## src/rtl/core/sfir_pkg.sv

```systemverilog
package sfir_pkg;

    // Filter geometry
    localparam int TAPS           = 50;
    localparam int NPAIR          = TAPS / 2;
    localparam int SAMPLE_W       = 16;
    localparam int COEF_FRAC_BITS = 18;

    // Datapath widths
    localparam int COEF_W = 15;              // signed, largest tap is 12689
    localparam int PRE_W  = SAMPLE_W + 1;    // sum of a mirrored pair
    localparam int PROD_W = PRE_W + COEF_W - 1;
    localparam int ACC_W  = 35;              // |sum| <= 65536 * 131070 < 2^33

    // Adder tree
    localparam int TREE_LEVELS = 5;
    localparam int TREE_LEAVES = 1 << TREE_LEVELS;

    typedef logic signed [SAMPLE_W-1:0] sample_t;
    typedef logic signed [COEF_W-1:0]   coef_t;
    typedef logic signed [PROD_W-1:0]   prod_t;
    typedef logic signed [ACC_W-1:0]    acc_t;

    // Coefficients round(b * 2^18) for ages 0..24; age 49-i shares tap i
    localparam coef_t COEF_TAB [NPAIR] = '{
        15'sd1,     15'sd12,    15'sd47,    15'sd119,   15'sd243,
        15'sd431,   15'sd696,   15'sd1046,  15'sd1489,  15'sd2025,
        15'sd2655,  15'sd3373,  15'sd4170,  15'sd5032,  15'sd5941,
        15'sd6878,  15'sd7820,  15'sd8742,  15'sd9619,  15'sd10427,
        15'sd11141, 15'sd11740, 15'sd12207, 15'sd12527, 15'sd12689
    };

    // Per-cell control
    typedef struct packed {
        logic shift;     // a transaction is accepted: advance the delay line
        logic fill_top;  // load fill value into the forward entry
        logic fill_bot;  // load fill value into the return entry
        logic en;        // advance the arithmetic pipeline
    } cell_ctrl_t;

endpackage

```

## src/rtl/core/sfir_add_tree.sv

```systemverilog
module sfir_add_tree (
    input  logic             clk,
    input  logic             rst_n,
    input  logic             en,
    input  logic             in_valid,
    input  sfir_pkg::prod_t  leaf [sfir_pkg::NPAIR],
    output sfir_pkg::acc_t   sum,
    output logic             sum_valid
);
    import sfir_pkg::*;

    // Heap order: node k adds nodes 2k and 2k+1; indexes from TREE_LEAVES up are leaves
    acc_t                   node_reg [1:TREE_LEAVES-1];
    logic [TREE_LEVELS-1:0] vld_reg;

    for (genvar k = 1; k < TREE_LEAVES; k++)
    begin : g_node
        acc_t lhs;
        acc_t rhs;
        if (k >= TREE_LEAVES / 2)
        begin : g_leaf
            localparam int LI = 2 * k - TREE_LEAVES;
            if (LI < NPAIR)
            begin : g_l
                assign lhs = ACC_W'(leaf[LI]);
            end
            else
            begin : g_lz
                assign lhs = '0;
            end
            if (LI + 1 < NPAIR)
            begin : g_r
                assign rhs = ACC_W'(leaf[LI + 1]);
            end
            else
            begin : g_rz
                assign rhs = '0;
            end
        end
        else
        begin : g_inner
            assign lhs = node_reg[2 * k];
            assign rhs = node_reg[2 * k + 1];
        end

        always_ff @(posedge clk)
        begin
            if (en)
            begin
                node_reg[k] <= lhs + rhs;
            end
        end
    end

    always_ff @(posedge clk or negedge rst_n)
    begin
        if (!rst_n)
        begin
            vld_reg <= '0;
        end
        else if (en)
        begin
            vld_reg <= {vld_reg[TREE_LEVELS-2:0], in_valid};
        end
    end

    assign sum       = node_reg[1];
    assign sum_valid = vld_reg[TREE_LEVELS-1];

endmodule
```

## config.mk

```make
export PLATFORM = sky130hd
export DESIGN_NAME = sfir_add_tree
export DESIGN_NICKNAME = d
export VERILOG_FILES = /design/src/rtl/core/sfir_pkg.sv /design/src/rtl/core/sfir_add_tree.sv
export SDC_FILE = /design/constraint.sdc
export NUM_CORES = 2
export LEC_CHECK = 0
export ABC_CLOCK_PERIOD_IN_PS = 3400
export BUFFER_PORTS_ARGS = -buffer_cell sky130_fd_sc_hd__buf_2
export CAP_MARGIN = 40
export CORE_ASPECT_RATIO = 1.25
export CORE_MARGIN = 8
export CORE_UTILIZATION = 40
export CTS_CLUSTER_SIZE = 14
export DETAILED_ROUTE_END_ITERATION = 7
export SLEW_MARGIN = 20
export SYNTH_ARGS = -nofsm -noshare
export SYNTH_HDL_FRONTEND = slang
export SYNTH_SLANG_ARGS = --single-unit
```

## constraint.sdc

```tcl
create_clock -name clk -period 3.4 [get_ports clk]
set_input_delay 0.17 -clock clk [delete_from_list [all_inputs] [get_ports clk]]
set_output_delay 0.17 -clock clk [all_outputs]
set_load 0.01 [all_outputs]
```

* After elaboration in Yosys (flattened, before gate mapping)
Memories as Yosys holds them, arrays and structs flattened.
Cells that the tools add are included.
** Storage, ports and cells
- Bits in registers :: 5
- Latch bits :: 0
- Bits in writable memories :: 1085
- ROM bits :: 0
- Output and inout port bits :: 36
- Memories kept :: 1
** Cells by class
- $add $sub $neg :: 27
- $mul :: 0
- Div/mod/pow operators :: 0
- $lt $le $gt $ge :: 0
- Equal/unequal tests :: 0
- Shifts and indexed selects :: 0
- Muxes and demuxes :: 2
- Bitwise gates (word level) :: 0
- Reductions and logical operators :: 0
** Memory list
- node_reg :: depth 31, width 35, read ports 31, clocked after memory_dff 0, write ports 31, line sfir_add_tree.sv:13 : acc_t node_reg [1:TREE_LEAVES-1];
** Operators by type and width (count)
- $add 35x35->35 :: 15
- $add 31x31->32 :: 12
- $mux 1 :: 2

* Logic depth before layout (Yosys ltp)
- Depth after elaboration :: 2
- Gate-level depth with buffers :: 12
- Gate-level depth less buffers :: 12

* Worst setup path after synthesis
Ideal clock, no wire load.
- Path kind :: input port to flip-flop
- Start point :: in leaf[651] in the netlist's numbering
- End point :: reg node_reg[0][623] (netlist name)
- Library setup time :: 0.260 ns
- Arrival :: 2.724 ns
- Setup slack :: 0.416 ns
- Cell stages on the path :: 11
- Path buffers :: 0
- Cells stage by stage :: ha_1 fa_1 a211oi_2 o21ai_1 a21o_1 or4b_1 a31o_2 a311oi_2 nor3b_1 a31oi_1 xnor2_1
** RTL lines
- from (decl) :: line sfir_add_tree.sv:6 : input sfir_pkg::prod_t leaf [sfir_pkg::NPAIR],

==> run_results.csv <==
group,metric,value,unit
power_and_ir_drop,cell_internal_pwr,36900,uW
synthesis,netlist_area,0.0650,mm^2
synthesis,ys_warn_count,0,
power_and_ir_drop,power.clock.fraction,18.3,%
route,routed_via_density,5.40,
floorplan,dieHeight,467,um
synthesis,synth.mux.area_fraction,0.166,%
sta,fmax,306,MHz
route,drtIter0Drc,3570,
sta,finalClockSkew,0.0264,ns
clocking,tritoncts_clock_tree,"done",
synthesis,synth-async-reset-ratio,0.554,%
cells_and_area,fin_util,50.1,%
route,detailroute.via_count,54017,
power_and_ir_drop,power,60600,uW
global_routing,largest_net_degree_at_the_start_of_global_routing,86,
floorplan,floorplan.die.width,376,um
cells_and_area,area_growth_syn_to_layout,24.7,%
critical_path,cp_data_required_time,3.86,ns
sta,totalNegativeSetupSlack,0,ns
global_routing,initial_antenna_violation_count,35,
critical_path,slowest_delay,0.57,ns
clocking,cts_setup_buffers,0,
synthesis,syn_area_per_cell,10.4,um^2
synthesis,synth.cells.most_frequent,"897 x sky130_fd_sc_hd__edfxtp_1, 768 x sky130_fd_sc_hd__ha_1, 691 x sky130_fd_sc_hd__a21oi_1, 485 x sky130_fd_sc_hd__xnor2_1, 437 x sky130_fd_sc_hd__nor2_1",
synthesis,ys.flop_type,"sky130_fd_sc_hd__edfxtp_1",
clocking,cts_inserted_buffers,98,
synthesis,synthDistinctLibCells,89,
critical_path,timing_worst_setup_path_type,"input pin to flop",
synthesis,synth-seq-area-share,41.7,%
sta,worst_pin_slew,0.842,ns
sta,timing.final.crit_share,96.1,%
placed_design,gp_congestion,0.939,
power_and_ir_drop,swShare,39.2,%
synthesis,synth_compound_area_share,21.0,%
critical_path,timing.critical_path.to_type,"flop",
synthesis,netlist_top_cells_area,"sky130_fd_sc_hd__edfxtp_1 41%, sky130_fd_sc_hd__ha_1 15%, sky130_fd_sc_hd__xnor2_1 6.5%",
placed_design,place_hpwl,156000,um
placed_design,detailed_place.area,0.0726,mm^2
route,detail_route.wl_per_cell,19.6,um
sta,post-route-min-period,3.27,ns
sta,timing.max_slew.rel_slack,43.6,%
power_and_ir_drop,vdd_drop_max,0.000453,V
route,routed_wl,196000,um
status,outcome,"finished, final reports clean",
clocking,h-tree-depth,3,
route,route.antenna.remaining_nets,0,
floorplan,core,0.162,mm^2
synthesis,synthSimpleGateAreaFrac,11.1,%
clocking,clock-root-buffer,"sky130_fd_sc_hd__clkbuf_16",
clocking,worst_skew_late_latency,0.71,ns
synthesis,ys_ff_latch,902,
cells_and_area,stdcell_area,0.0810,mm^2
synthesis,syn_inst,6274,
synthesis,syn-num-nets,7845,
synthesis,main_combinational_cell_family_by_area_after_synthesis,"compound AO/OA/AOI/OAI gates",
power_and_ir_drop,power_per_cell_area,748,mW/mm^2
synthesis,library_cell_with_the_largest_summed_area_after_synthesis,"sky130_fd_sc_hd__edfxtp_1",
synthesis,synthXorXnorAreaFrac,8.92,%
critical_path,start_kind,"input pin",
cells_and_area,largest_reg_flops,897,
sta,whs,0.0342,ns
critical_path,worstPathMaxFanout,3,
floorplan,row_count,165,
route,drc,0,
clocking,clk_sinks,902,
clocking,clkTransAtPathRegs,0.06,ns
critical_path,critPathSlowestCell,"sky130_fd_sc_hd__dlygate4sd3_1",
route,drt_pass1_iterations,6,
power_and_ir_drop,power.leakage,0.0345,uW
critical_path,critPathArrivalTime,3.72,ns
critical_path,worstPathBufferInverterCount,3,
power_and_ir_drop,share_comb_of_total_power,49.6,%
placed_design,numPortBuffers,814,
worst_hold_path,class_of_the_most_critical_hold_timing_path,"input pin to flop",
cells_and_area,layout-drive-gt1-share,15.0,%
floorplan,initial_core_util,40.2,%
global_routing,global_route.overflow_total,0,
sta,slew_viol_final,0,
cells_and_area,nets,9306,
critical_path,cp_cell_sequence,"dlygate4sd3_1 > buf_2 > ha_1 > fa_1 > a211o_1 > a211oi_1 > o21ai_0 > nand2b_1 > a21oi_1 > o31ai_1 > a21oi_1 > xnor2_1 > dlygate4sd3_1",
sta,unrepaired_setup_endpoints_after_global_routing,"false",
global_routing,grt_usage,21.3,%
critical_path,cpLargestDelayFamily,"compound AO/OA/AOI/OAI gates",
cells_and_area,num-fill-cells,14771,
floorplan,die_area,0.176,mm^2
floorplan,design.portCount,815,
synthesis,synthAdderAreaFrac,15.5,%
synthesis,post-synth-top-area-fraction,41.5,%
synthesis,synth.most_common_cell,"sky130_fd_sc_hd__edfxtp_1",
global_routing,grt_pass1_vias,54330,
synthesis,synth-edff-count,897,
global_routing,grt_pass1_wl,299000,um
clocking,cts.path.max_buffers,3,
sta,setup_viol,0,
sta,final_hold_viol_count,0,
power_and_ir_drop,power.share.sequential,32.1,%
flow_run,max_cap_violations,0,
power_and_ir_drop,net-switching-power,23700,uW
-- metal layers --
metal	up-vias	part of all wire [%]	global-route usage, %
li1	26846	-	-
met1	25254	43	26.9
met2	1580	48	36.8
met3	301	6.0	3.97
met4	36	3.1	6.66
met5	-	0.10	0
-- power by group through the flow --
stage               sequential, uW  clock (uW)  combinational [uW]
CTS                          19500       11400               30000
detailed placement           19600           0               29000
floorplan                    18400           0               20800
global placement             19700           0               29000
global route                 19700       11800               33300
finish                       19500       11100               30100
-- metrics by stage --
step                      instances  setup WS [ns]
after floorplan                6274          0.416
after global placement         9305      -0.000842
after detailed placement       9305        -0.0509
after CTS                      9986         0.0437
after global routing           9991        0.00551
final                          9997          0.131
-- cells in the final DEF (no fill, tap or decap), types with 217 or more instances in the layout --
cell                            Yosys  layout
sky130_fd_sc_hd__edfxtp_1         897     897
sky130_fd_sc_hd__xnor2_1          485     485
sky130_fd_sc_hd__nand2_1          368     368
sky130_fd_sc_hd__dlygate4sd3_1      0     501
sky130_fd_sc_hd__buf_2              0     813
sky130_fd_sc_hd__a21oi_1          691     690
sky130_fd_sc_hd__nor2_1           437     437
sky130_fd_sc_hd__a21o_1           366     366
sky130_fd_sc_hd__o21ai_0          349     344
sky130_fd_sc_hd__ha_1             768     768
sky130_fd_sc_hd__inv_1            217     217
-- cells by family after synthesis --
kind of cell	after synthesis
AOI/OAI and AO/OA	2117
DFF	902
xor gates and xnor gates	662
adders and majority gates	792
and+or+nand+nor	1503
muxes	10
buffers and inverters	288
-- what timing repair did --
action,CTS,global route
endpoints found under the setup margin,0,36
hold buffers,501,0
endpoints found under the hold margin,298,0
resized for setup,0,21
-- path summary, 6_finish.rpt --
path	from	endpoint	slack, ns	cells past startpoint
hold reg to reg	node_reg[0][492]$_DFFE_PP_	node_reg[0][247]$_DFFE_PP_	0.41	0
setup / recovery	leaf[186]	node_reg[0][893]$_DFFE_PP_	0.13	13
hold / removal	leaf[497]	node_reg[0][701]$_DFFE_PP_	0.03	2
setup reg to reg	node_reg[0][561]$_DFFE_PP_	node_reg[0][311]$_DFFE_PP_	0.20	10
min in group asynchronous	rst_n	vld_reg[4]$_DFFE_PN0P_	0.41	3
max in group asynchronous	rst_n	vld_reg[0]$_DFFE_PN0P_	2.79	3
-- worst register-to-register path, delay by kind of cell (launching register included) --
family	cells	cell delay [ns]
xor+xnor	1	0.14
simple gates	1	0.19
flops	1	0.42
compound gates	7	1.85
fa+ha+maj	1	0.34
-- cell type report --
type	count	area (um^2)	share of cell area, %
inverters	217	815	1.01
diodes	11	27.5	0.0340
multi-input cells	5084	36900	45.6
clock buffers	116	2590	3.20
repair buffers	1432	10200	12.6
clock inverters	64	727	0.897
well taps	2171	2720	3.35
flip-flops and latches	902	27100	33.4
(Power assumes the default switching activity.)
