$ cat src/rtl/core/sfir_pkg.sv
package sfir_pkg;

    // Filter geometry
    localparam int TAPS           = 50;
    localparam int NPAIR          = TAPS / 2;
    localparam int SAMPLE_W       = 16;
    localparam int COEF_FRAC_BITS = 18;

    // Datapath widths
    localparam int COEF_W = 15;              // signed, largest tap is 12689
    localparam int PRE_W  = SAMPLE_W + 1;    // sum of a mirrored pair
    localparam int PROD_W = PRE_W + COEF_W - 1;
    localparam int ACC_W  = 35;              // |sum| <= 65536 * 131070 < 2^33

    // Adder tree
    localparam int TREE_LEVELS = 5;
    localparam int TREE_LEAVES = 1 << TREE_LEVELS;

    typedef logic signed [SAMPLE_W-1:0] sample_t;
    typedef logic signed [COEF_W-1:0]   coef_t;
    typedef logic signed [PROD_W-1:0]   prod_t;
    typedef logic signed [ACC_W-1:0]    acc_t;

    // Coefficients round(b * 2^18) for ages 0..24; age 49-i shares tap i
    localparam coef_t COEF_TAB [NPAIR] = '{
        15'sd1,     15'sd12,    15'sd47,    15'sd119,   15'sd243,
        15'sd431,   15'sd696,   15'sd1046,  15'sd1489,  15'sd2025,
        15'sd2655,  15'sd3373,  15'sd4170,  15'sd5032,  15'sd5941,
        15'sd6878,  15'sd7820,  15'sd8742,  15'sd9619,  15'sd10427,
        15'sd11141, 15'sd11740, 15'sd12207, 15'sd12527, 15'sd12689
    };

    // Per-cell control
    typedef struct packed {
        logic shift;     // a transaction is accepted: advance the delay line
        logic fill_top;  // load fill value into the forward entry
        logic fill_bot;  // load fill value into the return entry
        logic en;        // advance the arithmetic pipeline
    } cell_ctrl_t;

endpackage

$ cat src/rtl/core/sfir_cell.sv
module sfir_cell (
    input  logic                clk,
    input  logic                rst_n,
    input  sfir_pkg::cell_ctrl_t ctrl,
    input  sfir_pkg::coef_t     coef,
    input  sfir_pkg::sample_t   fill_value,
    input  sfir_pkg::sample_t   top_in,
    input  sfir_pkg::sample_t   bot_in,
    output sfir_pkg::sample_t   top_out,
    output sfir_pkg::sample_t   bot_out,
    output sfir_pkg::prod_t     prod
);
    import sfir_pkg::*;

    sample_t                   top_reg, top_next;
    sample_t                   bot_reg, bot_next;
    logic signed [PRE_W-1:0]   pre_reg;
    prod_t                     prod_reg;

    // Forward entry holds age i, return entry holds age TAPS-1-i
    always_comb
    begin
        top_next = top_reg;
        bot_next = bot_reg;
        if (ctrl.shift)
        begin
            top_next = ctrl.fill_top ? fill_value : top_in;
            bot_next = ctrl.fill_bot ? fill_value : bot_in;
        end
    end

    always_ff @(posedge clk or negedge rst_n)
    begin
        if (!rst_n)
        begin
            top_reg <= '0;
            bot_reg <= '0;
        end
        else
        begin
            top_reg <= top_next;
            bot_reg <= bot_next;
        end
    end

    // Pre-add the mirrored pair, then weight it
    always_ff @(posedge clk)
    begin
        if (ctrl.en)
        begin
            pre_reg  <= PRE_W'(top_reg) + PRE_W'(bot_reg);
            prod_reg <= PROD_W'(pre_reg * PROD_W'(coef));
        end
    end

    assign top_out = top_reg;
    assign bot_out = bot_reg;
    assign prod    = prod_reg;

endmodule

$ cat config.mk
export PLATFORM = sky130hd
export DESIGN_NAME = sfir_cell
export DESIGN_NICKNAME = d
export VERILOG_FILES = /design/src/rtl/core/sfir_pkg.sv /design/src/rtl/core/sfir_cell.sv
export SDC_FILE = /design/constraint.sdc
export NUM_CORES = 1
export LEC_CHECK = 0
export ABC_AREA = 1
export BUFFER_PORTS_ARGS = -buffer_cell sky130_fd_sc_hd__buf_4
export CORE_MARGIN = 2
export CORE_UTILIZATION = 45
export DETAILED_ROUTE_END_ITERATION = 7
export PLACE_DENSITY = 0.59
export SETUP_SLACK_MARGIN = 0.15
export SYNTH_ARGS = -nofsm -noshare
export SYNTH_HDL_FRONTEND = slang
export SYNTH_SLANG_ARGS = --single-unit
export TNS_END_PERCENT = 20
$ cat constraint.sdc
create_clock -name clk -period 15.2 [get_ports clk]
set_input_delay 1.52 -clock clk [delete_from_list [all_inputs] [get_ports clk]]
set_output_delay 1.52 -clock clk [all_outputs]
set_load 0.1 [all_outputs]
* After elaboration in Yosys (flattened, before gate mapping)
Cells that the tools add are included.
Cells by class: multiplexer cells 2, order comparisons 0, $add $sub $neg 1, divide/modulo/power cells 0, bitwise logic cells 0, multipliers 1, reduce and logical (&&, ||, !) cells 0, eq/ne operators 0, shift-type cells 0
Operators by type and width (count):
- 16-bit 2-to-1 mux | 2
- 17-bit by 15-bit multiplier with 31-bit output | 1
- 16-bit by 16-bit adder with 17-bit output | 1
Storage, ports and cells: logic and storage cells 8, bits in writable memories 0, register bits 80, latch bits 0, ROM bits 0, memories 0, output and inout port bits 63, input port bits 69

* Logic depth before layout (Yosys ltp)
Gate-level depths: netlist of run 1.
word-level depth 1, mapped depth 28, gate-level depth less buffers 26

* Worst setup path before layout of run 1
Ideal clock, no wire load.
path type in2reg, start point in coef[4], end point reg prod_reg[28], in the netlist prod[28], data pin, stages on the path 23, buffers on the path 2, data arrival time 6584 ps, setup slack 8364 ps, data required time 14948 ps, setup time 252 ps, cell sequence clkbuf_1 clkbuf_1 nand2_1 fa_1 inv_1 fa_1 inv_1 fa_1 inv_1 fa_1 fa_1 inv_1 fa_1 inv_1 ha_1 nand2_2 inv_1 a21oi_1 o21ai_0 a21oi_1 nand2_1 nand2_1 nand2_1
Between the ends: cells in the longest elaborated chain, start to end 1
RTL lines:
- from (decl) | RTL line sfir_cell.sv:5 | input sfir_pkg::coef_t coef,
- 17-bit by 15-bit multiplier with 31-bit output | RTL line sfir_cell.sv:52 | prod_reg <= PROD_W'(pre_reg * PROD_W'(coef));
- to (signal assigned) | RTL line sfir_cell.sv:52
- to (decl) | RTL line sfir_cell.sv:18 | prod_t prod_reg;
No other way between the ends. A chain may end at the register's enable or synchronous reset.

* Worst setup path after layout of run 1
start point in coef[0], end point reg prod_reg[28], in the netlist prod[28], data pin
The elaborated chain is that of the path after synthesis.

==> results of run 1 <==
[Yosys cell counts (8+ instances only)]
| master | count | area share, % |
|---|---|---|
| a21oi_1 | 43 | 1.6 |
| a31oi_1 | 31 | 1.4 |
| clkbuf_1 | 48 | 1.3 |
| dfrtp_1 | 32 | 5.8 |
| edfxtp_1 | 48 | 10 |
| fa_1 | 244 | 35 |
| ha_1 | 99 | 9.0 |
| inv_1 | 483 | 13 |
| nand2_1 | 465 | 13 |
| nand2_2 | 8 | 0.36 |
| nand3_1 | 39 | 1.4 |
| nand4_1 | 10 | 0.45 |
| nor2_1 | 80 | 2.2 |
| o21ai_0 | 18 | 0.65 |
| xor2_1 | 24 | 1.5 |
[worst paths after layout]
check                              end  depth (start not counted)
max in group asynchronous  bot_out[11]                          1
max reg2reg                   prod[28]                         21
min in group asynchronous   bot_out[0]                          1
max                           prod[28]                         22
min reg2reg                top_out[13]                          2
min                        top_out[13]                          2
[placed cells by master (no fill, tap or decap), drive strengths merged, types with 5 or more instances in the layout]
cell | Yosys | layout
nor3 | 5 | 5
buf | 11 | 133
nand4 | 10 | 10
ha | 99 | 99
nand3 | 41 | 41
edfxtp | 48 | 48
a21oi | 46 | 46
nand2 | 473 | 473
xor2 | 24 | 24
dfrtp | 32 | 32
xnor2 | 7 | 7
a31oi | 31 | 31
fa | 244 | 244
o21ai | 20 | 20
inv | 483 | 488
or2 | 8 | 8
clkbuf | 48 | 11
nor2 | 86 | 86
[cell type report]
cell class | count | area (µm²) | area share [%]
Timing Repair Buffer | 133 | 998.5 | 6.483
Tap cell | 396 | 495.5 | 3.217
Clock buffer | 11 | 275.3 | 1.787
Multi-Input combinational cell | 1108 | 9532 | 61.88
Sequential cell | 80 | 2242 | 14.56
Clock inverter | 5 | 46.29 | 0.3006
Inverter | 483 | 1813 | 11.77
[per-stage QoR]
stage | util, % | instance area, µm²
finish | 50.62 | 15400
global route | 50.62 | 15400
CTS | 50.62 | 15400
detailed placement | 49.56 | 15080
global placement | 49.56 | 15080
floorplan | - | 13820
[logic make-up after synthesis]
logic type      after synthesis  share of synthesized area (%)
xor+xnor                     31                          1.965
simple gates                628                          18.35
buf+inv                     542                          14.81
compound gates              106                          4.345
flops                        80                          16.22
fa+ha+maj                   343                          44.31
[tightest hold or removal path, cell delays in order, from the launching register on]
cell and delay (ns):
dfrtp_1 0.40, nor2_1 0.09, a31oi_1 0.04
[per-layer routing]
layer / routed length [µm] / track usage [%] / vias to the layer above / part of all wire [%]
met3: 1290 / 2.926 / 65 / 3.6
met2: 18780 / 44.48 / 246 / 53
met5: 0 / 0 / - / 0
met1: 14310 / 28.14 / 5402 / 40
met4: 1265 / 8.233 / 0 / 3.5
li1: - / - / 5208 / -
==> flow_metrics.env, run 1 <==
export IMPL_grt_antenna_before_repair=0
export IMPL_whs_ns=0.5730
export IMPL_routed_wl_mm=35.64
export IMPL_clock_sinks=80
export IMPL_cts_tree="yes"
export IMPL_timing_slew_headroom_pct=43.43
export IMPL_io_pins=132
export IMPL_tns_ns=0
export IMPL_cp_cell_sequence="buf_4 > nand2_1 > inv_1 > fa_1 > fa_1 > inv_1 > fa_1 > inv_1 > fa_1 > fa_1 > inv_1 > fa_1 > inv_1 > ha_1 > nand2_2 > inv_1 > a21oi_1 > o21ai_0 > a21oi_1 > nand2_1 > nand2_1 > nand2_1"
export IMPL_cts_buffers=9
export IMPL_period_share_pct=43.98
export IMPL_crit_family="adder cells"
export IMPL_setup_ws_ns=8.514
export IMPL_status="finished clean"
export IMPL_slowest_stage="fa_1"
export IMPL_route_detailed_drc=0
export IMPL_synth_top_flop_cell="edfxtp_1"
export IMPL_vias=10920
export IMPL_cp_slowest_stage_delay_ns=0.68
export IMPL_path_class="primary input to register"
export IMPL_grt_pass1_vias=11720
export IMPL_seq_area_frac_synth_pct=16.22
export IMPL_cp_max_fo=17
export IMPL_antenna_cells=0
export IMPL_largest_reg_flops=31
export IMPL_syn_nets=2142
export IMPL_clock_latency_ns=0.35
export IMPL_min_from="top_out[13]"
export IMPL_grt_first_pass_wirelength_mm=58.82
export IMPL_worstHoldPathType="register to register"
export IMPL_cp_buffers_inverters=7
export IMPL_row_count=64
export IMPL_via_per_inst=4.928
export IMPL_end_kind="register"
export IMPL_start_kind="primary input"
export IMPL_synth_edff_count=48
export IMPL_reg2reg_slack_ns=9.08
export IMPL_syn_inst=1730
export IMPL_layout_drive_gt1_share_pct=9.560
export IMPL_die_h_um=179.3
export IMPL_die_area_mm2=0.03213
export IMPL_rsz0062_at_grt="no"
export IMPL_port_buffers=131
export IMPL_ys_seq_elements=80
export IMPL_hpwl_mm=29.34
export IMPL_cts_resized=0
export IMPL_postSynthAreaPerCell_um2=7.989
export IMPL_ys_async_sr_fraction_pct=40.00
export IMPL_die_width_um=179.3
export IMPL_area_growth_synth_to_final_pct=11.44
export IMPL_floorplan_initialDensity_pct=45.42
export IMPL_cp_arrival_ns=6.80
export IMPL_layout_nets=2227
export IMPL_fmax_mhz=149.6
export IMPL_wire_per_inst_um=16.08
export IMPL_grt_max_degree=65
export IMPL_cts_hold_buf=0
export IMPL_antenna_left=0
export IMPL_place_ws_ns=8.150
export IMPL_critPathLaunch="coef[0]"
export IMPL_htree_levels=3
export IMPL_fin_worst_skew_ns=0.01009
export IMPL_synth_area_mm2=0.01382
export IMPL_clockRootBuffer="clkbuf_16"
export IMPL_fin_crit_ns=6.686
export IMPL_drt_iter0_markers=617
export IMPL_fill_cells=2950
export IMPL_core_mm2=0.03043
export IMPL_synth_cell_type_count=37
export IMPL_reg2reg_from="pre_reg[16]"
export IMPL_hold_viol_final=0
export IMPL_cap_violations=0
export IMPL_overflow=0
export IMPL_yosys_warnings=0
export IMPL_placed_cells=2200
export IMPL_globalplace_congestion=0.9271
export IMPL_drt_pass1_iterations=5
export IMPL_clockBufferDepth=2
export IMPL_fin_cells=2216
export IMPL_setup_viol=0
export IMPL_path_clk_slew_ns=0.07
export IMPL_worstPathRequired_ns=15.32
export IMPL_worstMarginPinSlew_ns=0.8486
export IMPL_postCtsSetupBuffers=0
export IMPL_grt_usage_pct=23.87
export IMPL_report_final_slew_viol_count=0
Power of run 1 is not shown: default switching activity piles up to over one toggle a cycle in this logic, so the estimate is an artifact.
==> run 2, diff against run 1 <==
==> constraint.sdc (replaced) <==
create_clock -name clk -period 7 [get_ports clk]
set_input_delay 0.7 -clock clk [delete_from_list [all_inputs] [get_ports clk]]
set_output_delay 0.7 -clock clk [all_outputs]
set_load 0.1 [all_outputs]
==> flow_metrics.env, run 2 (same netlist as run 1, synthesis figures left out) <==
export IMPL_status="finished clean"
export IMPL_fin_worst_skew_ns=0.009305
export IMPL_cp_arrival_ns=6.27
export IMPL_period_share_pct=88.13
export IMPL_worstPathRequired_ns=7.10
export IMPL_fin_crit_ns=6.169
export IMPL_row_count=64
export IMPL_drt_iter0_markers=529
export IMPL_fmax_mhz=162.1
export IMPL_die_width_um=179.3
export IMPL_report_final_slew_viol_count=0
export IMPL_use_met1_pct=28.33
export IMPL_overflow=0
export IMPL_hold_viol_final=0
export IMPL_cts_hold_buf=0
export IMPL_die_h_um=179.3
export IMPL_via_per_inst=4.952
export IMPL_grt_pass1_vias=11580
export IMPL_path_clk_slew_ns=0.07
export IMPL_routed_wl_mm=35.94
export IMPL_timing_slew_headroom_pct=40.32
export IMPL_core_mm2=0.03043
export IMPL_grt_busiest_layer="met2"
export IMPL_port_buffers=131
export IMPL_fill_cells=3010
export IMPL_grt_first_pass_wirelength_mm=58.63
export IMPL_die_area_mm2=0.03213
export IMPL_cts_resized=0
export IMPL_start_kind="register"
export IMPL_layout_nets=2231
export IMPL_drt_pass1_iterations=5
export IMPL_postCtsSetupBuffers=0
export IMPL_path_class="register to register"
export IMPL_worstMarginPinSlew_ns=0.8952
export IMPL_end_kind="register"
export IMPL_cap_violations=0
export IMPL_clock_latency_ns=0.35
export IMPL_vias=10990
export IMPL_clockBufferDepth=2
export IMPL_wire_per_inst_um=16.19
export IMPL_htree_levels=3
export IMPL_clockRootBuffer="clkbuf_16"
export IMPL_largest_reg_flops=31
export IMPL_grt_usage_pct=23.82
export IMPL_whs_ns=0.2742
export IMPL_cts_buffers=9
export IMPL_final_common_cell="inv_1"
export IMPL_area_growth_synth_to_final_pct=11.49
export IMPL_rsz0062_at_grt="no"
export IMPL_tns_ns=0
export IMPL_layout_drive_gt1_share_pct=9.759
export IMPL_cts_tree="yes"
export IMPL_globalplace_congestion=0.9037
export IMPL_cp_max_fo=15
export IMPL_grt_max_degree=65
export IMPL_grt_antenna_before_repair=0
export IMPL_use_met3_pct=3.372
export IMPL_hpwl_mm=29.78
export IMPL_antenna_left=0
export IMPL_layout_common_cells="inv_1 (483), nand2_1 (465), fa_1 (244), buf_4 (137), ha_1 (99)"
export IMPL_io_pins=132
export IMPL_clock_sinks=80
export IMPL_worstHoldPathType="primary input to async pin"
export IMPL_setup_viol=0
export IMPL_route_detailed_drc=0
export IMPL_antenna_cells=0
export IMPL_floorplan_initialDensity_pct=45.42
export IMPL_met2_usage_pct=43.81
export IMPL_reg2reg_slack_ns=0.83
## run 2: per-stage QoR
step | instance area, µm² | utilization [%] | std cells | setup WS [ns]
after floorplan | 13820 | - | 1730 | 0.9835
after global placement | 15110 | 49.66 | 2204 | 0.7936
after detailed placement | 15110 | 49.66 | 2204 | 0.6700
after CTS | 15410 | 50.64 | 2220 | 0.9075
after global routing | 15410 | 50.64 | 2220 | 0.6193
final | 15410 | 50.64 | 2220 | 0.8310
## run 2: area by class of cell
class | count | area (µm²) | area share (%)
clock inverter | 6 | 47.55 | 0.3086
tap | 396 | 495.5 | 3.216
sequential | 80 | 2242 | 14.55
clock buffer | 10 | 250.2 | 1.624
inverter | 483 | 1813 | 11.77
timing repair buffer | 137 | 1028 | 6.675
multi-input combinational | 1108 | 9532 | 61.86
## run 2: critical path: stages, from the launching register on
cell,delay [ns]
edfxtp_1,0.93
nand2_1,0.17
fa_1,0.57
inv_1,0.05
fa_1,0.50
inv_1,0.05
fa_1,0.53
inv_1,0.05
fa_1,0.47
fa_1,0.49
inv_1,0.05
fa_1,0.55
inv_1,0.06
ha_1,0.34
nand2_1,0.19
inv_1,0.07
a21oi_2,0.21
nand3_1,0.22
nand2_1,0.16
nand3_1,0.09
nand3_1,0.09
nand2_1,0.05
## run 2: path summary, 6_finish.rpt
check	startpoint	endpoint	cells past startpoint
max reg2reg	pre_reg[7]	prod[30]	21
max	pre_reg[7]	prod[30]	21
min reg2reg	top_out[10]	top_out[10]	2
min in group clk	top_out[10]	top_out[10]	2
max in group asynchronous	rst_n	bot_out[10]	1
min	rst_n	bot_out[0]	1
## run 2: per-layer routing
layer / share of wire (%) / vias to the layer above
met4: 3.5 / 0
li1: - / 5216
met3: 4.5 / 68
met1: 39 / 5434
met5: 0 / -
met2: 52 / 276
Power of run 2 is left out for the same reason.
==> run 3, diff against run 2 <==
--- a/config.mk
+++ b/config.mk
@@ -10,7 +10,7 @@
 export CORE_MARGIN = 2
 export CORE_UTILIZATION = 45
 export DETAILED_ROUTE_END_ITERATION = 7
-export PLACE_DENSITY = 0.59
+export PLACE_DENSITY = 0.65
 export SETUP_SLACK_MARGIN = 0.15
 export SYNTH_ARGS = -nofsm -noshare
 export SYNTH_HDL_FRONTEND = slang
==> constraint.sdc (replaced) <==
create_clock -name clk -period 7 [get_ports clk]
set_input_delay 1.05 -clock clk [delete_from_list [all_inputs] [get_ports clk]]
set_output_delay 1.05 -clock clk [all_outputs]
set_load 0.1 [all_outputs]
==> flow_metrics.env, run 3 (same netlist as run 1, synthesis figures left out) <==
export IMPL_wire_per_inst_um=15.59
export IMPL_io_pins=132
export IMPL_cp_slowest_stage_delay_ns=0.68
export IMPL_start_kind="primary input"
export IMPL_clock_latency_ns=0.36
export IMPL_cts_tree="yes"
export IMPL_grt_max_degree=65
export IMPL_final_common_cell="inv_1"
export IMPL_min_from="bot_out[15]"
export IMPL_clock_sinks=80
export IMPL_die_area_mm2=0.03213
export IMPL_fmax_mhz=157.8
export IMPL_timing_slew_headroom_pct=44.52
export IMPL_grt_first_pass_wirelength_mm=57.19
export IMPL_die_h_um=179.3
export IMPL_min_to="bot_out[15]"
export IMPL_cap_violations=0
export IMPL_largest_reg_flops=31
export IMPL_multi_input_area_mm2=0.009532
export IMPL_core_mm2=0.03043
export IMPL_grt_antenna_before_repair=2
export IMPL_overflow=0
export IMPL_fin_crit_ns=6.338
export IMPL_postCtsSetupBuffers=0
export IMPL_rr_worst_depth=22
export IMPL_clockBufferDepth=2
export IMPL_grt_usage_pct=23.19
export IMPL_reg2reg_to="prod[30]"
export IMPL_worstPathRequired_ns=7.11
export IMPL_fin_worst_skew_ns=0.01206
export IMPL_die_width_um=179.3
export IMPL_worstHoldPathType="register to register"
export IMPL_report_final_slew_viol_count=0
export IMPL_fill_cells=2977
export IMPL_antenna_left=0
export IMPL_hpwl_mm=28.79
export IMPL_setup_viol=0
export IMPL_drt_pass1_iterations=5
export IMPL_layout_nets=2230
export IMPL_area_growth_synth_to_final_pct=11.35
export IMPL_layout_common_cells="inv_1 (483), nand2_1 (465), fa_1 (244), buf_4 (136), ha_1 (99)"
export IMPL_row_count=64
export IMPL_cp_arrival_ns=6.45
export IMPL_worstMarginPinSlew_ns=0.8322
export IMPL_hold_viol_final=0
export IMPL_cts_resized=0
export IMPL_status="finished clean"
export IMPL_drt_iter0_markers=547
export IMPL_min_path_cells=2
export IMPL_end_kind="register"
export IMPL_via_per_inst=4.968
export IMPL_htree_levels=3
export IMPL_reg2reg_slack_ns=0.77
export IMPL_rsz0062_at_grt="no"
export IMPL_path_class="primary input to register"
export IMPL_path_clk_slew_ns=0.07
export IMPL_period_share_pct=90.54
export IMPL_crit_family="adder cells"
export IMPL_clockRootBuffer="clkbuf_16"
export IMPL_layout_drive_gt1_share_pct=9.709
export IMPL_vias=11030
export IMPL_cts_buffers=9
export IMPL_route_detailed_drc=0
export IMPL_reg2reg_from="pre_reg[16]"
export IMPL_cp_max_fo=17
export IMPL_routed_wl_mm=34.61
export IMPL_port_buffers=131
export IMPL_slowest_stage="fa_1"
export IMPL_cp_cell_sequence="buf_4 > nand2_1 > inv_1 > fa_1 > fa_1 > inv_1 > fa_1 > inv_1 > fa_1 > inv_1 > fa_1 > fa_1 > inv_1 > ha_1 > nand2_1 > nor3_1 > nand2_1 > nor2_1 > nand2_1 > inv_1 > nor2_1 > nand3_1 > nand2_1"
export IMPL_globalplace_congestion=0.8782
export IMPL_tns_ns=0
export IMPL_seqCellArea_mm2=0.002242
export IMPL_cp_buffers_inverters=7
export IMPL_grt_pass1_vias=11580
export IMPL_cts_hold_buf=0
export IMPL_floorplan_initialDensity_pct=45.42
## run 3: area by class of cell
class	instances	area share, %
Multi-Input combinational cell	1108	61.93
Inverter	483	11.78
Clock inverter	7	0.3821
Timing Repair Buffer	136	6.634
Clock buffer	9	1.463
Sequential cell	80	14.57
Tap cell	396	3.220
Antenna cell	1	0.01626
## run 3: metal layers
metal / up-vias / share of wire (%) / GRT usage [%] / wire (µm)
met5: - / 0.035 / 0 / 12
met4: 2 / 5.0 / 10.89 / 1719
met3: 84 / 5.2 / 3.902 / 1799
met2: 331 / 51 / 41.41 / 17700
met1: 5396 / 39 / 27.02 / 13380
li1: 5216 / - / - / -
## run 3: worst max path at each step
stage,startpoint,end,depth (start not counted)
after CTS,coef[0],prod[30],23
after global placement,coef[0],prod[30],23
after detailed placement,coef[0],prod[30],23
after floorplan,coef[4],prod[28],23
after global routing,coef[0],prod[30],23
final,coef[0],prod[30],23
## run 3: worst reg2reg max path, delay by kind of cell (launching register included)
family | cells | cell delay [ns]
fa+ha+maj | 7 | 3.62
simple gates | 9 | 1.06
flops | 1 | 0.73
buf+inv | 6 | 0.59
## run 3: through the flow
stage / hold WS (ns) / utilization, % / cell area (µm²) / std cells / setup WS [ns]
floorplan: 0.7544 / - / 13820 / 1730 / 0.6335
global placement: 0.5650 / 49.63 / 15100 / 2203 / 0.4173
detailed placement: 0.5610 / 49.63 / 15100 / 2203 / 0.2940
CTS: 0.5710 / 50.57 / 15390 / 2219 / 0.6656
global route: 0.5894 / 50.57 / 15390 / 2219 / 0.3190
finish: 0.5709 / 50.58 / 15390 / 2220 / 0.6621
Power of run 3 is left out for the same reason.
